===== src/design/cscd_pkg.sv =====
package cscd_pkg;

	// frame geometry
	localparam int FRAME_BYTES   = 8;
	localparam int DATA_W        = 64;
	localparam int LEN_W         = 4;

	// fixed point
	localparam int FRACTION_BITS = 16;
	localparam int VALUE_W       = 48;
	localparam int SCALE_W       = 32;
	localparam int RAW_W         = 25;
	localparam int PROD_W        = RAW_W + SCALE_W;
	localparam int SUM_W         = PROD_W + 1;
	localparam int DIFF_W        = VALUE_W + 2;
	localparam longint CHANGE_THRESHOLD = (64'sd1 <<< FRACTION_BITS) / 100;

	// configuration port
	localparam int CFG_IDX_W     = 3;
	localparam int CFG_DATA_W    = 48;

	localparam logic [CFG_IDX_W-1:0] REG_SIGNAL_FORMAT = 3'd0;
	localparam logic [CFG_IDX_W-1:0] REG_FIRST_BYTE    = 3'd1;
	localparam logic [CFG_IDX_W-1:0] REG_BIT_POSITION  = 3'd2;
	localparam logic [CFG_IDX_W-1:0] REG_FIELD_LENGTH  = 3'd3;
	localparam logic [CFG_IDX_W-1:0] REG_SCALE_FACTOR  = 3'd4;
	localparam logic [CFG_IDX_W-1:0] REG_OFFSET_VALUE  = 3'd5;

	// signal formats
	localparam logic [3:0] FMT_U8     = 4'd0;
	localparam logic [3:0] FMT_BOOL   = 4'd1;
	localparam logic [3:0] FMT_U7     = 4'd2;
	localparam logic [3:0] FMT_U3     = 4'd3;
	localparam logic [3:0] FMT_U4     = 4'd4;
	localparam logic [3:0] FMT_U16BE  = 4'd5;
	localparam logic [3:0] FMT_S16BE  = 4'd6;
	localparam logic [3:0] FMT_U16LE  = 4'd7;
	localparam logic [3:0] FMT_S16LE  = 4'd8;
	localparam logic [3:0] FMT_U24BE  = 4'd9;
	localparam logic [3:0] FMT_U12BE  = 4'd10;
	localparam logic [3:0] FMT_S12BE  = 4'd11;
	localparam logic [3:0] FMT_U12LOW = 4'd12;
	localparam logic [3:0] FMT_U11BE  = 4'd13;
	localparam logic [3:0] FMT_U10BE  = 4'd14;
	localparam logic [3:0] FMT_LEGACY = 4'd15;

	// reset values and legacy field lengths
	localparam logic [3:0] BIT_POS_BYTE_MODE = 4'd8;
	localparam logic [4:0] FIELD_LEN_RESET   = 5'd8;
	localparam logic [4:0] LEGACY_LEN_BYTE   = 5'd8;
	localparam logic [4:0] LEGACY_LEN_TEN    = 5'd10;
	localparam logic signed [SCALE_W-1:0] SCALE_RESET = 32'sd65536;

	typedef struct packed {
		logic [3:0]                  signal_format;
		logic [2:0]                  first_byte;
		logic [3:0]                  bit_position;
		logic [4:0]                  field_length;
		logic signed [SCALE_W-1:0]   scale_factor;
		logic signed [VALUE_W-1:0]   offset_value;
	} cfg_t;

	typedef struct packed {
		logic load_s1;
		logic adv_s2;
		logic adv_s3;
		logic adv_out;
	} pipe_ctl_t;

endpackage


===== src/design/cscd_cfg_regs.sv =====
module cscd_cfg_regs import cscd_pkg::*; (
	input  logic                  clk,
	input  logic                  arst_n,
	input  logic                  wr_en,
	input  logic [CFG_IDX_W-1:0]  wr_index,
	input  logic [CFG_DATA_W-1:0] wr_data,
	output cfg_t                  cfg
);

	cfg_t cfg_q;

	always_ff @(posedge clk or negedge arst_n) begin
		if (!arst_n) begin
			cfg_q.signal_format <= FMT_U8;
			cfg_q.first_byte    <= 3'd0;
			cfg_q.bit_position  <= BIT_POS_BYTE_MODE;
			cfg_q.field_length  <= FIELD_LEN_RESET;
			cfg_q.scale_factor  <= SCALE_RESET;
			cfg_q.offset_value  <= '0;
		end else if (wr_en) begin
			case (wr_index)
				REG_SIGNAL_FORMAT: cfg_q.signal_format <= wr_data[3:0];
				REG_FIRST_BYTE:    cfg_q.first_byte    <= wr_data[2:0];
				REG_BIT_POSITION:  cfg_q.bit_position  <= wr_data[3:0];
				REG_FIELD_LENGTH:  cfg_q.field_length  <= wr_data[4:0];
				REG_SCALE_FACTOR:  cfg_q.scale_factor  <= wr_data[SCALE_W-1:0];
				REG_OFFSET_VALUE:  cfg_q.offset_value  <= wr_data[VALUE_W-1:0];
				default: begin
				end
			endcase
		end
	end

	assign cfg = cfg_q;

endmodule


===== src/design/cscd_extract.sv =====
module cscd_extract import cscd_pkg::*; #(
	parameter int FRAME_BYTES = cscd_pkg::FRAME_BYTES
) (
	input  logic                    clk,
	input  pipe_ctl_t               ctl,
	input  cfg_t                    cfg,
	input  logic [DATA_W-1:0]       frame_data,
	input  logic [LEN_W-1:0]        frame_length,
	output logic signed [RAW_W-1:0] raw,
	output logic                    raw_ok
);

	logic [DATA_W-1:0] data_s1;
	logic [LEN_W-1:0]  len_s1;

	logic [3:0] idx0, idx1, idx2;
	logic [7:0] b0, b1, b2;
	logic       p1, p2, p3;
	logic [2:0] bp;
	logic [3:0] first_bits;
	logic [4:0] second;
	logic [3:0] second_c;
	logic [7:0] b0_sh;
	logic [RAW_W-1:0] raw_v;
	logic       got;

	// input register
	always_ff @(posedge clk) begin
		if (ctl.load_s1) begin
			data_s1 <= frame_data;
			len_s1  <= frame_length;
		end
	end

	// bytes past the payload word read as zero
	function automatic logic [7:0] byte_at(logic [DATA_W-1:0] d, logic [3:0] i);
		if (i[3])
			return 8'd0;
		return d[{i[2:0], 3'b000} +: 8];
	endfunction

	function automatic logic byte_ok(logic [3:0] i, logic [LEN_W-1:0] len);
		return (i < len) && ({28'd0, i} < 32'(FRAME_BYTES));
	endfunction

	// low k bits set, k up to 8
	function automatic logic [7:0] low_mask(logic [3:0] k);
		return 8'((9'd1 << k) - 9'd1);
	endfunction

	always_comb begin
		idx0       = {1'b0, cfg.first_byte};
		idx1       = idx0 + 4'd1;
		idx2       = idx0 + 4'd2;
		b0         = byte_at(data_s1, idx0);
		b1         = byte_at(data_s1, idx1);
		b2         = byte_at(data_s1, idx2);
		p1         = byte_ok(idx0, len_s1);
		p2         = p1 && byte_ok(idx1, len_s1);
		p3         = p2 && byte_ok(idx2, len_s1);
		bp         = cfg.bit_position[2:0];
		first_bits = 4'd8 - {1'b0, bp};
		b0_sh      = b0 >> bp;
		second     = cfg.field_length - {1'b0, first_bits};
		second_c   = (second > 5'd8) ? 4'd8 : second[3:0];
		raw_v      = '0;
		got        = 1'b0;

		if (!cfg.bit_position[3]) begin
			// bit field
			if (cfg.field_length <= {1'b0, first_bits}) begin
				got   = p1;
				raw_v = {17'd0, b0_sh & low_mask(cfg.field_length[3:0])};
			end else begin
				got   = p2;
				raw_v = {9'd0, ({8'd0, b1 & low_mask(second_c)} << first_bits)
					| {8'd0, b0_sh}};
			end
		end else begin
			case (cfg.signal_format)
				FMT_U8, FMT_BOOL: begin
					got = p1; raw_v = {17'd0, b0};
				end
				FMT_U7: begin
					got = p1; raw_v = {17'd0, b0 & 8'h7F};
				end
				FMT_U3: begin
					got = p1; raw_v = {17'd0, b0 & 8'h07};
				end
				FMT_U4: begin
					got = p1; raw_v = {17'd0, b0 & 8'h0F};
				end
				FMT_U16BE: begin
					got = p2; raw_v = {9'd0, b0, b1};
				end
				FMT_S16BE: begin
					got = p2; raw_v = {{9{b0[7]}}, b0, b1};
				end
				FMT_U16LE: begin
					got = p2; raw_v = {9'd0, b1, b0};
				end
				FMT_S16LE: begin
					got = p2; raw_v = {{9{b1[7]}}, b1, b0};
				end
				FMT_U24BE: begin
					got = p3; raw_v = {1'b0, b0, b1, b2};
				end
				FMT_U12BE: begin
					got = p2; raw_v = {13'd0, b0, b1[7:4]};
				end
				FMT_S12BE: begin
					got = p2; raw_v = {{13{b0[7]}}, b0, b1[7:4]};
				end
				FMT_U12LOW: begin
					got = p2; raw_v = {13'd0, b0[3:0], b1};
				end
				FMT_U11BE: begin
					got = p2; raw_v = {14'd0, b0, b1[7:5]};
				end
				FMT_U10BE: begin
					got = p2; raw_v = {15'd0, b0, b1[7:6]};
				end
				default: begin
					// legacy: one byte or ten bit big-endian, else nothing
					if (cfg.field_length == LEGACY_LEN_BYTE) begin
						got = p1; raw_v = {17'd0, b0};
					end else if (cfg.field_length == LEGACY_LEN_TEN) begin
						got = p2; raw_v = {15'd0, b0, b1[7:6]};
					end
				end
			endcase
		end

		if (!got)
			raw_v = '0;
	end

	assign raw    = raw_v;
	assign raw_ok = got;

endmodule


===== src/design/cscd_scale.sv =====
module cscd_scale import cscd_pkg::*; (
	input  logic                      clk,
	input  pipe_ctl_t                 ctl,
	input  cfg_t                      cfg,
	input  logic signed [RAW_W-1:0]   raw,
	input  logic                      raw_ok,
	output logic signed [VALUE_W-1:0] value,
	output logic                      value_ok
);

	logic signed [PROD_W-1:0]  prod_s2;
	logic                      ok_s2;
	logic signed [VALUE_W-1:0] value_s3;
	logic                      ok_s3;

	logic signed [SUM_W-1:0]   sum;
	logic                      fits;
	logic signed [VALUE_W-1:0] sat;

	// raw times scale
	always_ff @(posedge clk) begin
		if (ctl.adv_s2) begin
			prod_s2 <= PROD_W'(raw) * PROD_W'(cfg.scale_factor);
			ok_s2   <= raw_ok;
		end
	end

	// add offset, clamp to the 48 bit range
	always_comb begin
		sum  = SUM_W'(prod_s2) + SUM_W'(cfg.offset_value);
		fits = (sum[SUM_W-1:VALUE_W-1] == '0) || (sum[SUM_W-1:VALUE_W-1] == '1);
		if (fits)
			sat = sum[VALUE_W-1:0];
		else if (sum[SUM_W-1])
			sat = {1'b1, {(VALUE_W-1){1'b0}}};
		else
			sat = {1'b0, {(VALUE_W-1){1'b1}}};
	end

	always_ff @(posedge clk) begin
		if (ctl.adv_s3) begin
			value_s3 <= sat;
			ok_s3    <= ok_s2;
		end
	end

	assign value    = value_s3;
	assign value_ok = ok_s3;

endmodule


===== src/design/cscd_change.sv =====
module cscd_change import cscd_pkg::*; #(
	parameter int FRACTION_BITS = cscd_pkg::FRACTION_BITS
) (
	input  logic                      clk,
	input  logic                      arst_n,
	input  pipe_ctl_t                 ctl,
	input  cfg_t                      cfg,
	input  logic signed [VALUE_W-1:0] value,
	input  logic                      value_ok,
	output logic signed [VALUE_W-1:0] signal_value,
	output logic                      bytes_present,
	output logic                      value_changed
);

	// one hundredth of unity in the value's fixed point
	localparam logic signed [DIFF_W-1:0] THR_POS = DIFF_W'((64'sd1 <<< FRACTION_BITS) / 100);
	localparam logic signed [DIFF_W-1:0] THR_NEG = -THR_POS;

	logic                      have_q;
	logic signed [VALUE_W-1:0] value_q;
	logic                      present_q;
	logic                      changed_q;

	logic signed [DIFF_W-1:0]  diff;
	logic                      changed;

	// the output register doubles as the previous value
	always_comb begin
		diff = DIFF_W'(value) - DIFF_W'(value_q);
		if (!have_q)
			changed = 1'b1;
		else if (cfg.signal_format == FMT_BOOL)
			changed = (value_q != '0) != (value != '0);
		else
			changed = (diff > THR_POS) || (diff < THR_NEG);
	end

	always_ff @(posedge clk or negedge arst_n) begin
		if (!arst_n)
			have_q <= 1'b0;
		else if (ctl.adv_out)
			have_q <= 1'b1;
	end

	always_ff @(posedge clk) begin
		if (ctl.adv_out) begin
			value_q   <= value;
			present_q <= value_ok;
			changed_q <= changed;
		end
	end

	assign signal_value  = value_q;
	assign bytes_present = present_q;
	assign value_changed = changed_q;

endmodule


===== src/design/can_signal_extract_and_change_detect_unit.sv =====
// CAN signal extractor with change detection. Each input transaction carries one payload of
// eight bytes (byte 0 in bits 7..0) and its length code; each yields exactly one output
// transaction with the extracted signal scaled as raw * scale_factor + offset_value in signed
// Q31.16, clamped to 48 bits, a flag telling whether every byte the signal needs was inside
// the frame, and a flag telling whether the value moved by more than 0.01 (zero versus
// nonzero for the bool format) since the previous frame; the first frame after reset is
// always flagged. The block takes one frame per clock unless a stalled output has backed up
// the pipeline, and delivers it through a four register pipeline: input register, multiplier register,
// offset and clamp register, then the output register, which also holds the previous
// value for the change compare. A stalled output backs up the pipeline one stage at a
// time, so input is taken while results wait. Configuration writes are always ready and
// must only be issued while no frame is in flight.
module can_signal_extract_and_change_detect_unit import cscd_pkg::*; #(
	parameter int FRAME_BYTES   = cscd_pkg::FRAME_BYTES,
	parameter int FRACTION_BITS = cscd_pkg::FRACTION_BITS
) (
	input  logic                      clk,
	input  logic                      arst_n,

	// configuration write channel
	input  logic                      cfg_valid,
	output logic                      cfg_ready,
	input  logic [CFG_IDX_W-1:0]      cfg_index,
	input  logic [CFG_DATA_W-1:0]     cfg_data,

	// frame input
	input  logic                      in_valid,
	output logic                      in_stall,
	input  logic [DATA_W-1:0]         frame_data,
	input  logic [LEN_W-1:0]          frame_length,

	// result output
	output logic                      out_valid,
	input  logic                      out_stall,
	output logic signed [VALUE_W-1:0] signal_value,
	output logic                      bytes_present,
	output logic                      value_changed
);

	cfg_t      cfg;
	pipe_ctl_t ctl;

	logic valid_s1, valid_s2, valid_s3, out_valid_q;
	logic free_s1, free_s2, free_s3;
	logic accept;

	logic signed [RAW_W-1:0]   raw;
	logic                      raw_ok;
	logic signed [VALUE_W-1:0] value;
	logic                      value_ok;

	// register file takes a write every cycle
	assign cfg_ready = 1'b1;

	cscd_cfg_regs u_cfg_regs (
		.clk      (clk),
		.arst_n   (arst_n),
		.wr_en    (cfg_valid && cfg_ready),
		.wr_index (cfg_index),
		.wr_data  (cfg_data),
		.cfg      (cfg)
	);

	// per-stage advance: a stage moves when the one ahead is empty or moving
	always_comb begin
		ctl.adv_out = valid_s3 && (!out_valid_q || !out_stall);
		free_s3     = !valid_s3 || ctl.adv_out;
		ctl.adv_s3  = valid_s2 && free_s3;
		free_s2     = !valid_s2 || ctl.adv_s3;
		ctl.adv_s2  = valid_s1 && free_s2;
		free_s1     = !valid_s1 || ctl.adv_s2;
		accept      = in_valid && free_s1;
		ctl.load_s1 = accept;
	end

	assign in_stall  = !free_s1;
	assign out_valid = out_valid_q;

	always_ff @(posedge clk or negedge arst_n) begin
		if (!arst_n) begin
			valid_s1    <= 1'b0;
			valid_s2    <= 1'b0;
			valid_s3    <= 1'b0;
			out_valid_q <= 1'b0;
		end else begin
			if (ctl.load_s1)
				valid_s1 <= 1'b1;
			else if (ctl.adv_s2)
				valid_s1 <= 1'b0;

			if (ctl.adv_s2)
				valid_s2 <= 1'b1;
			else if (ctl.adv_s3)
				valid_s2 <= 1'b0;

			if (ctl.adv_s3)
				valid_s3 <= 1'b1;
			else if (ctl.adv_out)
				valid_s3 <= 1'b0;

			// output holds until the transaction completes
			if (ctl.adv_out)
				out_valid_q <= 1'b1;
			else if (!out_stall)
				out_valid_q <= 1'b0;
		end
	end

	// input register and byte selection
	cscd_extract #(
		.FRAME_BYTES (FRAME_BYTES)
	) u_extract (
		.clk          (clk),
		.ctl          (ctl),
		.cfg          (cfg),
		.frame_data   (frame_data),
		.frame_length (frame_length),
		.raw          (raw),
		.raw_ok       (raw_ok)
	);

	// multiply, then offset and clamp
	cscd_scale u_scale (
		.clk      (clk),
		.ctl      (ctl),
		.cfg      (cfg),
		.raw      (raw),
		.raw_ok   (raw_ok),
		.value    (value),
		.value_ok (value_ok)
	);

	// change compare against the last delivered value, output register
	cscd_change #(
		.FRACTION_BITS (FRACTION_BITS)
	) u_change (
		.clk           (clk),
		.arst_n        (arst_n),
		.ctl           (ctl),
		.cfg           (cfg),
		.value         (value),
		.value_ok      (value_ok),
		.signal_value  (signal_value),
		.bytes_present (bytes_present),
		.value_changed (value_changed)
	);

endmodule


===== config.mk =====
export PLATFORM = sky130hd
export DESIGN_NAME = can_signal_extract_and_change_detect_unit
export DESIGN_NICKNAME = d
export VERILOG_FILES = /design/src/design/cscd_pkg.sv /design/src/design/cscd_cfg_regs.sv /design/src/design/cscd_extract.sv /design/src/design/cscd_scale.sv /design/src/design/cscd_change.sv /design/src/design/can_signal_extract_and_change_detect_unit.sv
export SDC_FILE = /design/constraint.sdc
export NUM_CORES = 2
export LEC_CHECK = 0
export BUFFER_PORTS_ARGS = -buffer_cell sky130_fd_sc_hd__buf_2
export CAP_MARGIN = 30
export CORE_UTILIZATION = 30
export CTS_CLUSTER_SIZE = 12
export DETAILED_ROUTE_END_ITERATION = 16
export SYNTH_ARGS = -nofsm -noshare
export SYNTH_HDL_FRONTEND = slang
export SYNTH_SLANG_ARGS = --single-unit

===== constraint.sdc =====
create_clock -name clk -period 13.6 [get_ports clk]
set_input_delay 3.4 -clock clk [delete_from_list [all_inputs] [get_ports clk]]
set_output_delay 3.4 -clock clk [all_outputs]
set_load 0.02 [all_outputs]

==> results.json <==
{
  "rows": 150,
  "wl_met3_microns": 9860,
  "synth.distinct_cells": 87,
  "die_height_microns": 414,
  "dp_hpwl_microns": 133000,
  "multi_input_area_sq_um": 36700,
  "finalSetupViolations": 0,
  "rsz0062_at_grt": "no",
  "synth_nets": 6779,
  "slew_headroom_pct": 18.6,
  "h-tree-depth": 2,
  "ys_top_cells_by_area": "fa_1 (32%), edfxtp_1 (13%), inv_1 (8.2%), ha_1 (6.8%), nand2_1 (4.9%)",
  "synth-edff-count": 225,
  "crit_family": "adder cells",
  "yosys_warnings": 0,
  "gp_congestion": 0.934,
  "cp_num_buf_inv": 7,
  "ys_ff_latch": 326,
  "hp-class": "reg2reg",
  "fillCellCount": 17200,
  "fin_tns_setup_ns": 0,
  "seq_area_sq_um": 9290,
  "cts_buffer_depth": 3,
  "drive_gt1_share_pct": 9.63,
  "drtIter0Drc": 3092,
  "vias": 40200,
  "required_ns": 13.94,
  "hold_violations": 0,
  "met1_length_microns": 68000,
  "die_area_sq_um": 172000,
  "wl_per_cell_microns": 20.5,
  "finalWirelength_microns": 161000,
  "first_pass_iters": 8,
  "cts_tree": "done",
  "via_per_inst": 5.11,
  "placedCellCount": 7787,
  "synth-main-ff-cell": "edfxtp_1",
  "cp-start-kind": "register",
  "top_layer_used": "met5",
  "met2RoutedLength_microns": 75600,
  "die_w_microns": 414,
  "layout_min_cycle_time_ns": 12.80,
  "slew_violations": 0,
  "final_common_cell": "inv_1",
  "cts.sinks": 326,
  "core_sq_um": 168000,
  "grt_max_degree": 69,
  "post-route-period-util_pct": 94.1,
  "syn_area_sq_um": 51000,
  "synth_top_area_share_pct": 32.3,
  "worst_pin_slew_ns": 1.21,
  "syn2layout_area_growth_pct": 10.1,
  "synth_cells": 5556,
  "final_cell_mix": "inv_1 (1117), fa_1 (823), nand2_1 (664), ha_1 (276), nor2_1 (259)",
  "root_buffer": "clkbuf_16",
  "worstSetupPathType": "reg2reg",
  "drc_errors": 0,
  "status": "complete, no violations",
  "endpoint_kind": "register",
  "final_area_sq_um": 56200,
  "grt_pass1_vias": 42000,
  "grt.total_usage_pct": 18.8,
  "grt-ovfl-total": 0,
  "synth_area_leader_cell": "fa_1",
  "fmax_mhz": 78.1,
  "io_pins": 177,
  "place_area_sq_um": 54700,
  "path_clk_slew_ns": 0.06,
  "nets": 6853,
  "crit_slowest_cell": "o21ai_0",
  "drv_cap": 0,
  "final_core_util_pct": 33.5,
  "finClkSkew_ns": 0.0311,
  "ys_seq_area_share_pct": 18.2,
  "clkLatencyLatePin_ns": 0.62,
  "layout.cells.non_filler": 7867,
  "numCtsBuffers": 41,
  "avgSynthCellArea_sq_um": 9.18,
  "final_antenna_net_count": 0,
  "grt_first_pass_wirelength_microns": 251000,
  "numPortBuffers": 175,
  "cp_max_fo": 14,
  "max_stage_delay_ns": 0.96,
  "antenna_found_initial": 6,
  "cp.arrival_ns": 13.14,
  "initial_core_util_pct": 30.4,
  "async_flop_share_pct": 31.0
}
## path summary, 6_finish.rpt
kind,start,endpoint,slack [ns],cells after the start
hold reg to reg,u_scale.ok_s2,u_scale.value_ok,0.43,0
setup reg to reg,u_cfg_regs.cfg[86],u_scale.prod_s2[54],0.80,42
min in group asynchronous,arst_n,u_cfg_regs.cfg[89],2.77,1
setup / recovery,u_cfg_regs.cfg[86],u_scale.prod_s2[54],0.80,42
hold / removal,u_scale.ok_s2,u_scale.value_ok,0.43,0
max in group asynchronous,arst_n,u_cfg_regs.cfg[43],9.77,3
## logic make-up (layout without fill, tap and decap cells)
| logic type | count (synthesis) | after routing | synth area share (%) |
|---|---|---|---|
| xor gates and xnor gates | 146 | 146 | 2.52 |
| adders and majority gates | 1099 | 1099 | 39.1 |
| muxes | 151 | 151 | 4.33 |
| and+or+nand+nor | 1633 | 1633 | 15.4 |
| other | 1 | 2 | 0.00735 |
| buffers and inverters | 1382 | 1488 | 10.2 |
| AOI/OAI and AO/OA | 818 | 818 | 10.3 |
| DFF | 326 | 326 | 18.2 |
## synth_stat cells, types with 12 or more instances
cell type / number
a211o_1: 19
a211oi_1: 36
a21o_1: 80
a21oi_1: 241
a31oi_1: 23
and2_1: 187
and3_1: 63
buf_1: 27
buf_2: 22
clkbuf_1: 204
dfrtp_1: 98
edfxtp_1: 225
fa_1: 823
ha_1: 276
inv_1: 1117
mux2_2: 78
mux2i_1: 25
mux4_2: 48
nand2_1: 664
nand2b_1: 35
nand3_1: 52
nand3b_1: 13
nand4_1: 39
nand4b_1: 13
nor2_1: 265
nor2b_1: 63
nor3_1: 114
nor3b_1: 12
nor4_1: 44
o211ai_1: 23
o21a_1: 26
o21ai_0: 164
o21ai_1: 13
o21bai_1: 28
o221ai_1: 12
o22ai_1: 21
o311ai_0: 14
o31a_1: 12
o31ai_1: 14
or2_2: 12
or3_1: 26
or4_1: 12
xnor2_1: 99
xor2_1: 46
## sequential cells by signal, indices dropped and copies added, names as in the netlist
name                    flops
u_change.bytes_present      1
u_scale.value_ok            1
u_change.value_changed      1
valid_s1                    1
out_valid                   1
u_extract.len_s1            4
valid_s2                    1
u_cfg_regs.cfg             96
u_change.have_q             1
u_change.signal_value      48
u_scale.ok_s2               1
u_scale.prod_s2            57
u_scale.value              48
valid_s3                    1
u_extract.data_s1          64
## per-layer routing
layer  track usage (%)  vias up
met1              24.4    20400
met4              7.78        4
li1                  -    18000
met5                 0        -
met3              2.54      283
met2              31.3     1400
## layout make-up
cell class,instances,share of cell area (%)
Antenna cell,1,0.00445
Clock buffer,55,2.10
Clock inverter,20,0.285
Inverter,1127,7.53
Multi-Input combinational cell,3848,65.3
Sequential cell,326,16.5
Tap cell,2204,4.91
Timing Repair Buffer,286,3.32
## through the flow
step,hold slack [ns],setup slack [ns]
final,0.428,0.801
after detailed placement,0.416,0.563
after global routing,0.430,0.0584
after floorplan,0.400,1.56
after global placement,0.420,0.786
after CTS,0.430,0.487
## timing repair
action,in CTS,in global routing
setup endpoints to repair,0,15
gates resized for setup,0,10
hold buffers,0,0
buffers inserted,0,2
Power is not shown: default switching activity piles up to over one toggle a cycle in this logic, so the estimate is an artifact.
